==> src/rtl/euler_xyz_to_quaternion_defines.svh <==
// ---------------------------------------------------------------------------
// Euler-to-quaternion assertion macros
// Shared assertion forms for the conversion pipeline.
// ---------------------------------------------------------------------------
`ifndef EULER_XYZ_TO_QUATERNION_DEFINES_SVH
`define EULER_XYZ_TO_QUATERNION_DEFINES_SVH

// implication under synchronous reset
`define E2Q_ASSERT_IMP(label, ante, cons) \
  label: assert property (@(posedge clk) disable iff (rst) (ante) |-> (cons)) \
    else $error("assertion failed");

// next-cycle implication under synchronous reset
`define E2Q_ASSERT_NEXT(label, ante, cons) \
  label: assert property (@(posedge clk) disable iff (rst) (ante) |=> (cons)) \
    else $error("assertion failed");

`endif

==> src/rtl/e2q_pkg.sv <==
// ---------------------------------------------------------------------------
// Euler-to-quaternion package
// Fixed-point constants, arctangent table and cell data type.
// ---------------------------------------------------------------------------
package e2q_pkg;

  localparam int ANGLE_FRAC_BITS = 12;

  localparam logic signed [31:0] Q28_PI      = 32'sd843314857;
  localparam logic signed [31:0] Q28_TWO_PI  = 32'sd1686629713;
  localparam logic signed [31:0] Q28_HALF_PI = 32'sd421657428;
  localparam logic signed [31:0] Q30_GAIN    = 32'sd652032874;

  typedef struct packed {
    logic signed [32:0] x;
    logic signed [32:0] y;
    logic signed [31:0] z;
    logic               flip;
  } e2q_rot_t;

  function automatic logic signed [31:0] atan_q28(input int i);
    logic signed [31:0] r;
    case (i)
      0: r = 32'sd210828714;  1: r = 32'sd124459457;  2: r = 32'sd65760959;
      3: r = 32'sd33381290;   4: r = 32'sd16755422;   5: r = 32'sd8385879;
      6: r = 32'sd4193963;    7: r = 32'sd2097109;    8: r = 32'sd1048571;
      9: r = 32'sd524287;     10: r = 32'sd262144;    11: r = 32'sd131072;
      12: r = 32'sd65536;     13: r = 32'sd32768;     14: r = 32'sd16384;
      15: r = 32'sd8192;      16: r = 32'sd4096;      17: r = 32'sd2048;
      18: r = 32'sd1024;      19: r = 32'sd512;       20: r = 32'sd256;
      21: r = 32'sd128;       22: r = 32'sd64;        23: r = 32'sd32;
      24: r = 32'sd16;        25: r = 32'sd8;         26: r = 32'sd4;
      27: r = 32'sd2;         28: r = 32'sd1;
      default: r = 32'sd0;
    endcase
    return r;
  endfunction

endpackage

==> src/rtl/e2q_cordic_cell.sv <==
// ---------------------------------------------------------------------------
// Euler-to-quaternion CORDIC cell
// One rotation-mode micro-rotation at a fixed shift, registered.
// ---------------------------------------------------------------------------
module e2q_cordic_cell #(
  parameter int SHIFT = 0
) (
  input  logic              clk,
  input  logic              en,
  input  e2q_pkg::e2q_rot_t in_rot,
  output e2q_pkg::e2q_rot_t out_rot
);
  import e2q_pkg::*;

  localparam int SH = (SHIFT > 32) ? 32 : SHIFT;

  logic signed [32:0] xs;
  logic signed [32:0] ys;
  logic signed [31:0] a;

  assign xs = in_rot.x >>> SH;
  assign ys = in_rot.y >>> SH;
  assign a  = atan_q28(SHIFT);

  always_ff @(posedge clk) begin
    if (en) begin
      out_rot.flip <= in_rot.flip;
      if (!in_rot.z[31]) begin
        out_rot.x <= in_rot.x - ys;
        out_rot.y <= in_rot.y + xs;
        out_rot.z <= in_rot.z - a;
      end else begin
        out_rot.x <= in_rot.x + ys;
        out_rot.y <= in_rot.y - xs;
        out_rot.z <= in_rot.z + a;
      end
    end
  end
endmodule

==> config.mk <==
export PLATFORM = sky130hd
export DESIGN_NAME = e2q_cordic_cell
export DESIGN_NICKNAME = d
export VERILOG_FILES = /design/src/rtl/euler_xyz_to_quaternion_defines.svh /design/src/rtl/e2q_pkg.sv /design/src/rtl/e2q_cordic_cell.sv
export SDC_FILE = /design/constraint.sdc
export NUM_CORES = 1
export LEC_CHECK = 0
export BUFFER_PORTS_ARGS = -buffer_cell sky130_fd_sc_hd__buf_2
export CAP_MARGIN = 20
export CORE_MARGIN = 2
export CORE_UTILIZATION = 40
export DETAILED_ROUTE_END_ITERATION = 10
export PLACE_DENSITY_LB_ADDON = 0.08
export SYNTH_ARGS = -nofsm -noshare
export SYNTH_HDL_FRONTEND = slang
export SYNTH_SLANG_ARGS = --single-unit
==> constraint.sdc <==
create_clock -name clk -period 11.3 [get_ports clk]
set_input_delay 0.565 -clock clk [delete_from_list [all_inputs] [get_ports clk]]
set_output_delay 0.565 -clock clk [all_outputs]
set_load 0.02 [all_outputs]
== Word-level counts from Yosys, hierarchy flattened ==
Cells that the tools add are included.

* Add/subtract/negate cells: 5
* Muxes and demuxes: 1

{| class="wikitable"
|+ Operators by type and width
! cell !! count
|-
| 98-bit two-way mux || 1
|-
| 33-bit subtractor || 2
|-
| 33-bit adder || 1
|-
| 32-bit by 29-bit adder with 32-bit output, second input constant || 1
|-
| 32-bit by 29-bit subtractor with 32-bit output, second input constant || 1
|}

* Register bits after elaboration: 99
* Bits of input ports: 101
* Output and inout port bits: 99
* Logic and storage cells: 10

== Longest topological paths before layout ==
Gate-level depths: netlist of the first run.

* Depth after elaboration: 2
* Gate-level depth with buffers: 13
* Mapped depth without buffers: 12

== Worst setup path before layout of the first run ==
No wires, ideal clock.

* Kind: input port to flip-flop
* Start: input in_rot[32] in the netlist's numbering
* End: register out_rot[31] in the netlist's numbering, data pin
* Setup time: 0.265 ns
* Arrival: 3.934 ns
* Required time: 11.035 ns
* Setup slack: 7.101 ns
* Stages on the path: 13
* Path buffers: 2
* Path through: inv_1 -> clkbuf_1 -> buf_1 -> ha_1 -> a211o_1 -> o211ai_2 -> a21oi_2 -> a2111oi_4 -> o31ai_2 -> a31o_2 -> a311o_1 -> nor4b_1 -> or3_1

* Cells in the longest elaborated chain, start to end: 1

{| class="wikitable"
|+ RTL lines
! element !! line !! text
|-
| start: declaration || e2q_cordic_cell.sv:10 || <nowiki>input e2q_pkg::e2q_rot_t in_rot,</nowiki>
|-
| 98-bit two-way mux || e2q_cordic_cell.sv:28 || <nowiki>if (!in_rot.z[31]) begin</nowiki>
|-
| end: declaration || e2q_cordic_cell.sv:11 || <nowiki>output e2q_pkg::e2q_rot_t out_rot</nowiki>
|}

Every way passes these cells.
A chain may end at the register's enable or synchronous reset.

== Final worst setup path of the first run ==
Same ends and word-level chain as after synthesis.

==> results of run 1 <==
-- placed cells by master (no fill, tap or decap), drive strengths merged, types with 6 or more instances in the layout --
cell type / count
ha: 125
xnor2: 70
nor2: 110
or3: 6
a21o: 32
a31oi: 16
nand4: 10
xor2: 17
buf: 202
a21oi: 134
nor2b: 13
nand2: 50
nand2b: 13
o21ai: 69
mux2i: 18
clkbuf: 10
clkinv: 6
inv: 109
edfxtp: 98
nor3: 25
o21bai: 24
and2: 7
nand3: 16
a211oi: 16
o21a: 13
o211ai: 18
nor4: 6
o31ai: 11
-- power groups by stage --
stage	clock network [W]	logic, W	registers [W]
floorplan	0	0.000313	0.000585
global placement	0	0.000574	0.000504
detailed placement	0	0.000573	0.000504
CTS	0.000341	0.000577	0.000497
global route	0.000352	0.000636	0.000502
finish	0.000334	0.000578	0.000496
-- layout make-up --
cell class                 instances  area (um2)  share of cell area
clock inverter                     6       71.32            0.006205
clock buffer                      10       229.0             0.01992
tap                              324       405.4             0.03527
inverter                         111       416.7             0.03625
sequential                        98        2943              0.2560
timing repair buffer             202        1036             0.09014
multi-input combinational        898        6392              0.5562
-- per-layer routing --
layer | routed length [um] | vias up
li1 | - | 4491
met1 | 13820 | 4183
met2 | 12690 | 301
met3 | 1663 | 34
met4 | 493 | 0
met5 | 0 | -
-- stage by stage --
step                      std cells  cell area, um2  power [W]  utilization
final                          1649           11490   0.001408       0.4726
after global routing           1649           11490   0.001489       0.4726
after CTS                      1648           11470   0.001415       0.4718
after detailed placement       1632           11170   0.001077       0.4594
after global placement         1632           11170   0.001078       0.4594
after floorplan                1149            9916  0.0008984            -
-- worst max-delay path by stage --
stage	from	end	cells after the start
after floorplan	in_rot[32]	out_rot[31]$_DFFE_PP_	13
after global placement	in_rot[32]	out_rot[31]$_DFFE_PP_	12
after detailed placement	in_rot[32]	out_rot[31]$_DFFE_PP_	12
after CTS	in_rot[32]	out_rot[31]$_DFFE_PP_	12
after global routing	in_rot[32]	out_rot[30]$_DFFE_PP_	13
final	in_rot[32]	out_rot[31]$_DFFE_PP_	13
-- cells by family (layout without fill, tap and decap cells) --
family	Yosys count	count (layout)	share of synthesized area
compound gates	387	387	0.2522
xor+xnor	87	87	0.07685
fa+ha+maj	129	129	0.1658
buf+inv	153	329	0.05855
flops	98	98	0.2968
mux	18	18	0.01817
simple gates	277	277	0.1316
==> results_dict.tcl, run 1 <==
set metrics [dict create \
    cts_tree "done" \
    start_util 0.4077 \
    drc 0 \
    ios 200 \
    syn_area_mm2 0.009916 \
    ys_ff_latch 98 \
    wl_per_cell_um 17.38 \
    yosysSeqAreaShare 0.2968 \
    chipWidth_um 161.4 \
    maxSlewHeadroom 0.4265 \
    grt_max_degree 74 \
    cts_setup_buffers 0 \
    synth_edf_count 98 \
    largest_register_ffs 98 \
    min_to "out_rot[1]$_DFFE_PP_" \
    globalplace.congestion 0.9060 \
    grt_pass1_wl_mm 45.59 \
    dr.pass1.iters 5 \
    met2_usage 0.3425 \
    p_clk_frac 0.237 \
    grt_pass1_vias 8748 \
    rsz0062_at_grt "no" \
    finalCriticalPeriod_ns 3.843 \
    synth_area_leaders "edfxtp_1 30%, ha_1 16%, a21oi_1 6.7%" \
    p_seq_frac 0.352 \
    ctsResizeCount 0 \
    largest_registers "out_rot: 98 flops" \
    synth_top_cell_area_share 0.2968 \
    grt_use_total 0.2186 \
    vias_per_cell 5.463 \
    antenna_found_initial 0 \
    cts_htree_levels 3 \
    critPathLaunchType "primary input" \
    power.switching_w 0.0005394 \
    drt_iter0_drc 635 \
    finalWirelength_mm 28.67 \
    critical_path_class "primary input to register" \
    min_path_type "primary input to register" \
    min_from "in_rot[1]" \
    final-max-slew-violation-count 0 \
    fin_ws_ns 7.457 \
    status "completed" \
    power_density_mw_per_mm2 122.5 \
    area_growth_syn_to_layout_pct 15.91 \
    ir_drop_v 0.00008092 \
    synth_top_flop_cell "edfxtp_1" \
    yosysMostFrequentCell "a21oi_1" \
    clk_pin_slew_ns 0.07 \
    nFillCells 2465 \
    fmax_mhz 260.2 \
    io_buffers 199 \
    pwr-share-comb 0.411 \
    cp_data_required_time_ns 11.41 \
    path_buf_inv 3 \
    yosysTopAreaCell "edfxtp_1" \
    die_area_mm2 0.02606 \
    worst_pin_slew_ns 0.8602 \
    yosys.cell_types.count 71 \
    cts-root-buf "clkbuf_16" \
    synth_warnings 0 \
    dpl_worst_slack_ns 6.716 \
    met1_usage 0.3137 \
    core-area_mm2 0.02432 \
    grt_overflow_total 0 \
    hold_depth 1 \
    cts_made_buffers 9 \
    postRouteAntennaNets 0 \
    synth.net_count 1379 \
    crit_chain "buf_4 > inv_2 > buf_12 > ha_1 > a211o_1 > o211ai_2 > a21oi_2 > a2111oi_4 > o31ai_2 > a31o_2 > a311o_1 > nor4b_1 > or3_1" \
    netlist_instances 1149 \
    cap_violations 0 \
    intPower_w 0.0008682 \
    synthTopCellsByCount "133 x a21oi_1, 125 x ha_1, 110 x nor2_1, 106 x inv_1, 98 x edfxtp_1" \
    top_register "out_rot" \
    crit_fanout 37 \
    clock_sinks 98 \
    async_reset_ff_frac 0 \
    grtUsageMet3 0.02928 \
    num_rows 57 \
    setup-tns-final_ns 0 \
    finalCritPeriodShare 0.3401 \
    vias 9009 \
    cts_buffer_depth 2 \
    crit_arrival_ns 3.95 \
    insertedDiodeCount 0 \
    power_leakage_nw 5.140 \
    crit_family "compound AO/OA/AOI/OAI gates" \
    finalSetupViolCount 0 \
    whs_ns 0.3764 \
    hold_violations 0 \
    gr-max-usage-layer "met2" \
    syn_area_per_cell_um2 8.630 \
    cp-end-kind "register" \
    nets 1550 \
    final_layout_size_suffix_gt1_frac 0.1819 \
    place_hpwl_mm 22.28 \
    p_sw_frac 0.3832 \
    slowest_stage "a2111oi_4" \
    cts_hold_buffers 0 \
    crit_path_max_incr_delay_ns 0.41 \
    die-height_um 161.4 \
]
Power figures use the tool's default switching activity.
==> run 2: changes to the inputs <==
==> constraint.sdc (replaced) <==
create_clock -name clk -period 3.39 [get_ports clk]
set_input_delay 0.1695 -clock clk [delete_from_list [all_inputs] [get_ports clk]]
set_output_delay 0.1695 -clock clk [all_outputs]
set_load 0.02 [all_outputs]
==> results_dict.tcl, run 2 (synthesized netlist as in run 1, its figures left out) <==
set metrics [dict create \
    setup-tns-final_ns 0 \
    ios 200 \
    cp_data_required_time_ns 3.49 \
    start_util 0.4077 \
    whs_ns 0.09515 \
    finalCritPeriodShare 0.8975 \
    finalWirelength_mm 29.41 \
    nets 1594 \
    ir_drop_v 0.0002415 \
    drc 0 \
    cts-root-buf "clkbuf_16" \
    area_growth_syn_to_layout_pct 19.38 \
    status "completed" \
    top_register "out_rot" \
    drt_iter0_drc 693 \
    grt_pass1_vias 8962 \
    final_layout_size_suffix_gt1_frac 0.2075 \
    ctsResizeCount 0 \
    placed_cells 1675 \
    worst_pin_slew_ns 0.6235 \
    finalSetupViolCount 0 \
    final-max-slew-violation-count 0 \
    die_area_mm2 0.02606 \
    hold_violations 0 \
    postRouteAntennaNets 0 \
    cp-end-kind "register" \
    final_cells 1693 \
    wl_per_cell_um 17.37 \
    cts_htree_levels 3 \
    cap_violations 0 \
    chipWidth_um 161.4 \
    grt_max_degree 54 \
    insertedDiodeCount 0 \
    largest_registers "out_rot: 98 flops" \
    clock_sinks 98 \
    crit_fanout 9 \
    finalCriticalPeriod_ns 3.042 \
    critical_path_class "primary input to register" \
    grt_overflow_total 0 \
    min_path_type "primary input to register" \
    grt_pass1_wl_mm 47.70 \
    cts_setup_buffers 0 \
    grt_use_total 0.2278 \
    cts_buffer_depth 2 \
    place_hpwl_mm 23.42 \
    io_buffers 199 \
    cts_tree "done" \
    fmax_mhz 328.7 \
    vias 9293 \
    critPathLaunchType "primary input" \
    num_rows 57 \
    clk_pin_slew_ns 0.08 \
    antenna_found_initial 0 \
    die-height_um 161.4 \
    finalPower_w 0.004775 \
    core-area_mm2 0.02432 \
    cts_made_buffers 9 \
    layout_common_cells "197 x buf_2, 133 x a21oi_1, 125 x ha_1, 110 x nor2_1, 105 x inv_1" \
    globalplace.congestion 0.8786 \
    dr.pass1.iters 5 \
    vias_per_cell 5.489 \
    layout_commonest_cell "buf_2" \
    crit_arrival_ns 3.14 \
    largest_register_ffs 98 \
    rsz0062_at_grt "no" \
    maxSlewHeadroom 0.5844 \
    power_density_mw_per_mm2 403.4 \
    post-route-util 0.4868 \
    power_leakage_nw 5.360 \
]
## run 2: cell types whose count changed in the layout (fill, tap and decap cells not counted), sizes merged
cell	change
clkinvlp	-1
clkbuf	-1
clkinv	+2
buf	+42
dlygate4sd3	+2
## run 2: per-layer routing
metal  share of wire  track usage  vias up
li1                -            -     4583
met4           0.020      0.06494        0
met3           0.058      0.03210       41
met2            0.45       0.3598      354
met1            0.48       0.3249     4315
met5               0            0        -
## run 2: what timing repair did
item / CTS / global route
endpoints found under the setup margin: 0 / 0
endpoints found under the hold margin: 2 / 0
hold buffers: 2 / 0
## run 2: final timing paths
| kind | startpoint | endpoint | slack, ns | cells past startpoint |
|---|---|---|---|---|
| hold / removal | in_rot[2] | out_rot[2]$_DFFE_PP_ | 0.1 | 2 |
| setup / recovery | in_rot[40] | out_rot[64]$_DFFE_PP_ | 0.35 | 12 |
## run 2: metrics by stage
stage / setup WS, ns / instance area (um2)
floorplan: 0.03504 / 9920
CTS: 0.4218 / 11840
global route: 0.1092 / 11840
global placement: 0.06686 / 11510
finish: 0.3476 / 11840
detailed placement: 0.03341 / 11510
## run 2: final cells by class
type	instances	area, um2
clock inverters	7	83.83
clock buffers	9	225.2
repair buffers	246	1371
well taps	324	405.4
inverters	111	416.7
flip-flops and latches	98	2943
multi-input cells	898	6392
fillers	2423	12480
## run 2: critical path, stage by stage
cell	delay, ns
buf_2	0.11
inv_1	0.05
ha_1	0.40
or4_1	0.50
nor3_1	0.15
a21boi_0	0.30
o2111ai_1	0.22
a21oi_1	0.42
nor2_1	0.12
a211oi_2	0.39
a211oi_1	0.16
xor2_1	0.16
## run 2: report_power, final
| group | internal [W] | switching, W | total, W |
|---|---|---|---|
| combinational | 0.000761 | 0.00124 | 0.00200 |
| sequential | 0.00161 | 0.0000505 | 0.00166 |
| clock | 0.000589 | 0.000531 | 0.00112 |
==> run 3: changes to the inputs <==
==> constraint.sdc (replaced) <==
create_clock -name clk -period 3.39 [get_ports clk]
set_input_delay 0.678 -clock clk [delete_from_list [all_inputs] [get_ports clk]]
set_output_delay 0.678 -clock clk [all_outputs]
set_load 0.02 [all_outputs]
==> results_dict.tcl, run 3 (synthesized netlist as in run 1, its figures left out) <==
set metrics [dict create \
    drc 0 \
    fmax_mhz 299.9 \
    whs_ns 0.4921 \
    setup-tns-final_ns 0 \
    power_leakage_nw 6.002 \
    finalCriticalPeriod_ns 3.335 \
    cp-end-kind "register" \
    cap_violations 0 \
    rsz0062_at_grt "yes" \
    postRouteAntennaNets 0 \
    vias 9584 \
    crit_fanout 4 \
    crit_path_max_incr_delay_ns 0.61 \
    grt_pass1_vias 9302 \
    status "completed" \
    hold_violations 0 \
    grt_max_degree 59 \
    design_area_mm2 0.01288 \
    grt_overflow_total 0 \
    ios 200 \
    crit_family "compound AO/OA/AOI/OAI gates" \
    die-height_um 161.4 \
    finalCritPeriodShare 0.9837 \
    vias_per_cell 5.257 \
    core-area_mm2 0.02432 \
    antenna_found_initial 0 \
    placed_cells 1806 \
    wl_per_cell_um 16.61 \
    nets 1724 \
    clock_sinks 98 \
    place_hpwl_mm 24.39 \
    largest_register_ffs 98 \
    power_density_mw_per_mm2 386.7 \
    drt_iter0_drc 705 \
    final_cells 1823 \
    post-route-util 0.5296 \
    chipWidth_um 161.4 \
    crit_arrival_ns 3.45 \
    crit_chain "buf_2 > inv_1 > ha_1 > or4_1 > o21ai_0 > a31oi_2 > o211ai_1 > nand4_1 > a2111oi_2 > a211oi_1 > xnor2_1" \
    cp_data_required_time_ns 3.51 \
    dr.pass1.iters 5 \
    start_util 0.4077 \
    finalSetupViolCount 0 \
    worst_pin_slew_ns 0.6632 \
    die_area_mm2 0.02606 \
    slowest_stage "or4_1" \
    grt_pass1_wl_mm 47.84 \
    maxSlewHeadroom 0.5579 \
    area_growth_syn_to_layout_pct 29.88 \
    cts_buffer_depth 2 \
    min_path_type "primary input to register" \
    cts-root-buf "clkbuf_16" \
    cts_made_buffers 9 \
    cts_htree_levels 3 \
    finalWirelength_mm 30.28 \
    layout_commonest_cell "buf_2" \
    top_register "out_rot" \
    layout_common_cells "197 x buf_2, 177 x buf_4, 130 x a21oi_1, 124 x ha_1, 110 x nor2_1" \
    cts_tree "done" \
    ir_drop_v 0.0002136 \
    largest_registers "out_rot: 98 flops" \
    place_area_mm2 0.01252 \
    final-max-slew-violation-count 0 \
    grt_use_total 0.2300 \
    critical_path_class "primary input to register" \
    num_rows 57 \
    final_layout_size_suffix_gt1_frac 0.2842 \
    insertedDiodeCount 0 \
    globalplace.congestion 0.9441 \
    io_buffers 199 \
    clk_pin_slew_ns 0.08 \
    path_buf_inv 2 \
    critPathLaunchType "primary input" \
]
-- run 3: cell count changes in the layout (fill, tap and decap cells not counted), sizes merged --
cell	change
buf	+132
clkinv	-1
dlygate4sd3	-2
inv	+1
-- run 3: worst paths after layout --
kind | from | to | slack [ns] | cells after the start
hold / removal | in_rot[1] | out_rot[1]$_DFFE_PP_ | 0.49 | 1
setup / recovery | in_rot[43] | out_rot[63]$_DFFE_PP_ | 0.06 | 11
-- run 3: area by class of cell --
| cell class | count | area [um2] |
|---|---|---|
| fill | 2340 | 11440 |
| sequential | 98 | 2943 |
| tap | 324 | 405.4 |
| clock inverter | 7 | 82.58 |
| inverter | 111 | 416.7 |
| multi-input combinational | 898 | 6451 |
| clock buffer | 9 | 225.2 |
| timing repair buffer | 376 | 2355 |
-- run 3: metal layers --
metal  wire, um  up-vias  global-route usage
met4        685        0             0.06899
met3       1826       44             0.03313
met5          0        -                   0
met1      13940     4390              0.3167
li1           -     4837                   -
met2      13820      313              0.3749
-- run 3: repair_timing --
item / 4_1_cts / 5_1_grt
gates resized for setup: 1 / 9
buffers inserted: 0 / 1
hold buffers: 0 / 0
pin swaps: 0 / 3
endpoints found under the setup margin: 4 / 18
-- run 3: power by group --
| group | total, W | internal [W] | switching, W |
|---|---|---|---|
| Clock | 0.00112 | 0.000589 | 0.000532 |
| Combinational | 0.00220 | 0.000918 | 0.00128 |
| Sequential | 0.00166 | 0.00161 | 0.0000531 |
| Total | 0.00498 | 0.00311 | 0.00187 |
-- run 3: metrics by stage --
stage	worst slack, ns	total power, W
after global placement	-0.4008	0.003862
after floorplan	-0.004681	0.003001
after detailed placement	-0.4221	0.003865
after global routing	-0.07436	0.005267
final	0.05519	0.004980
after CTS	0.02354	0.005009
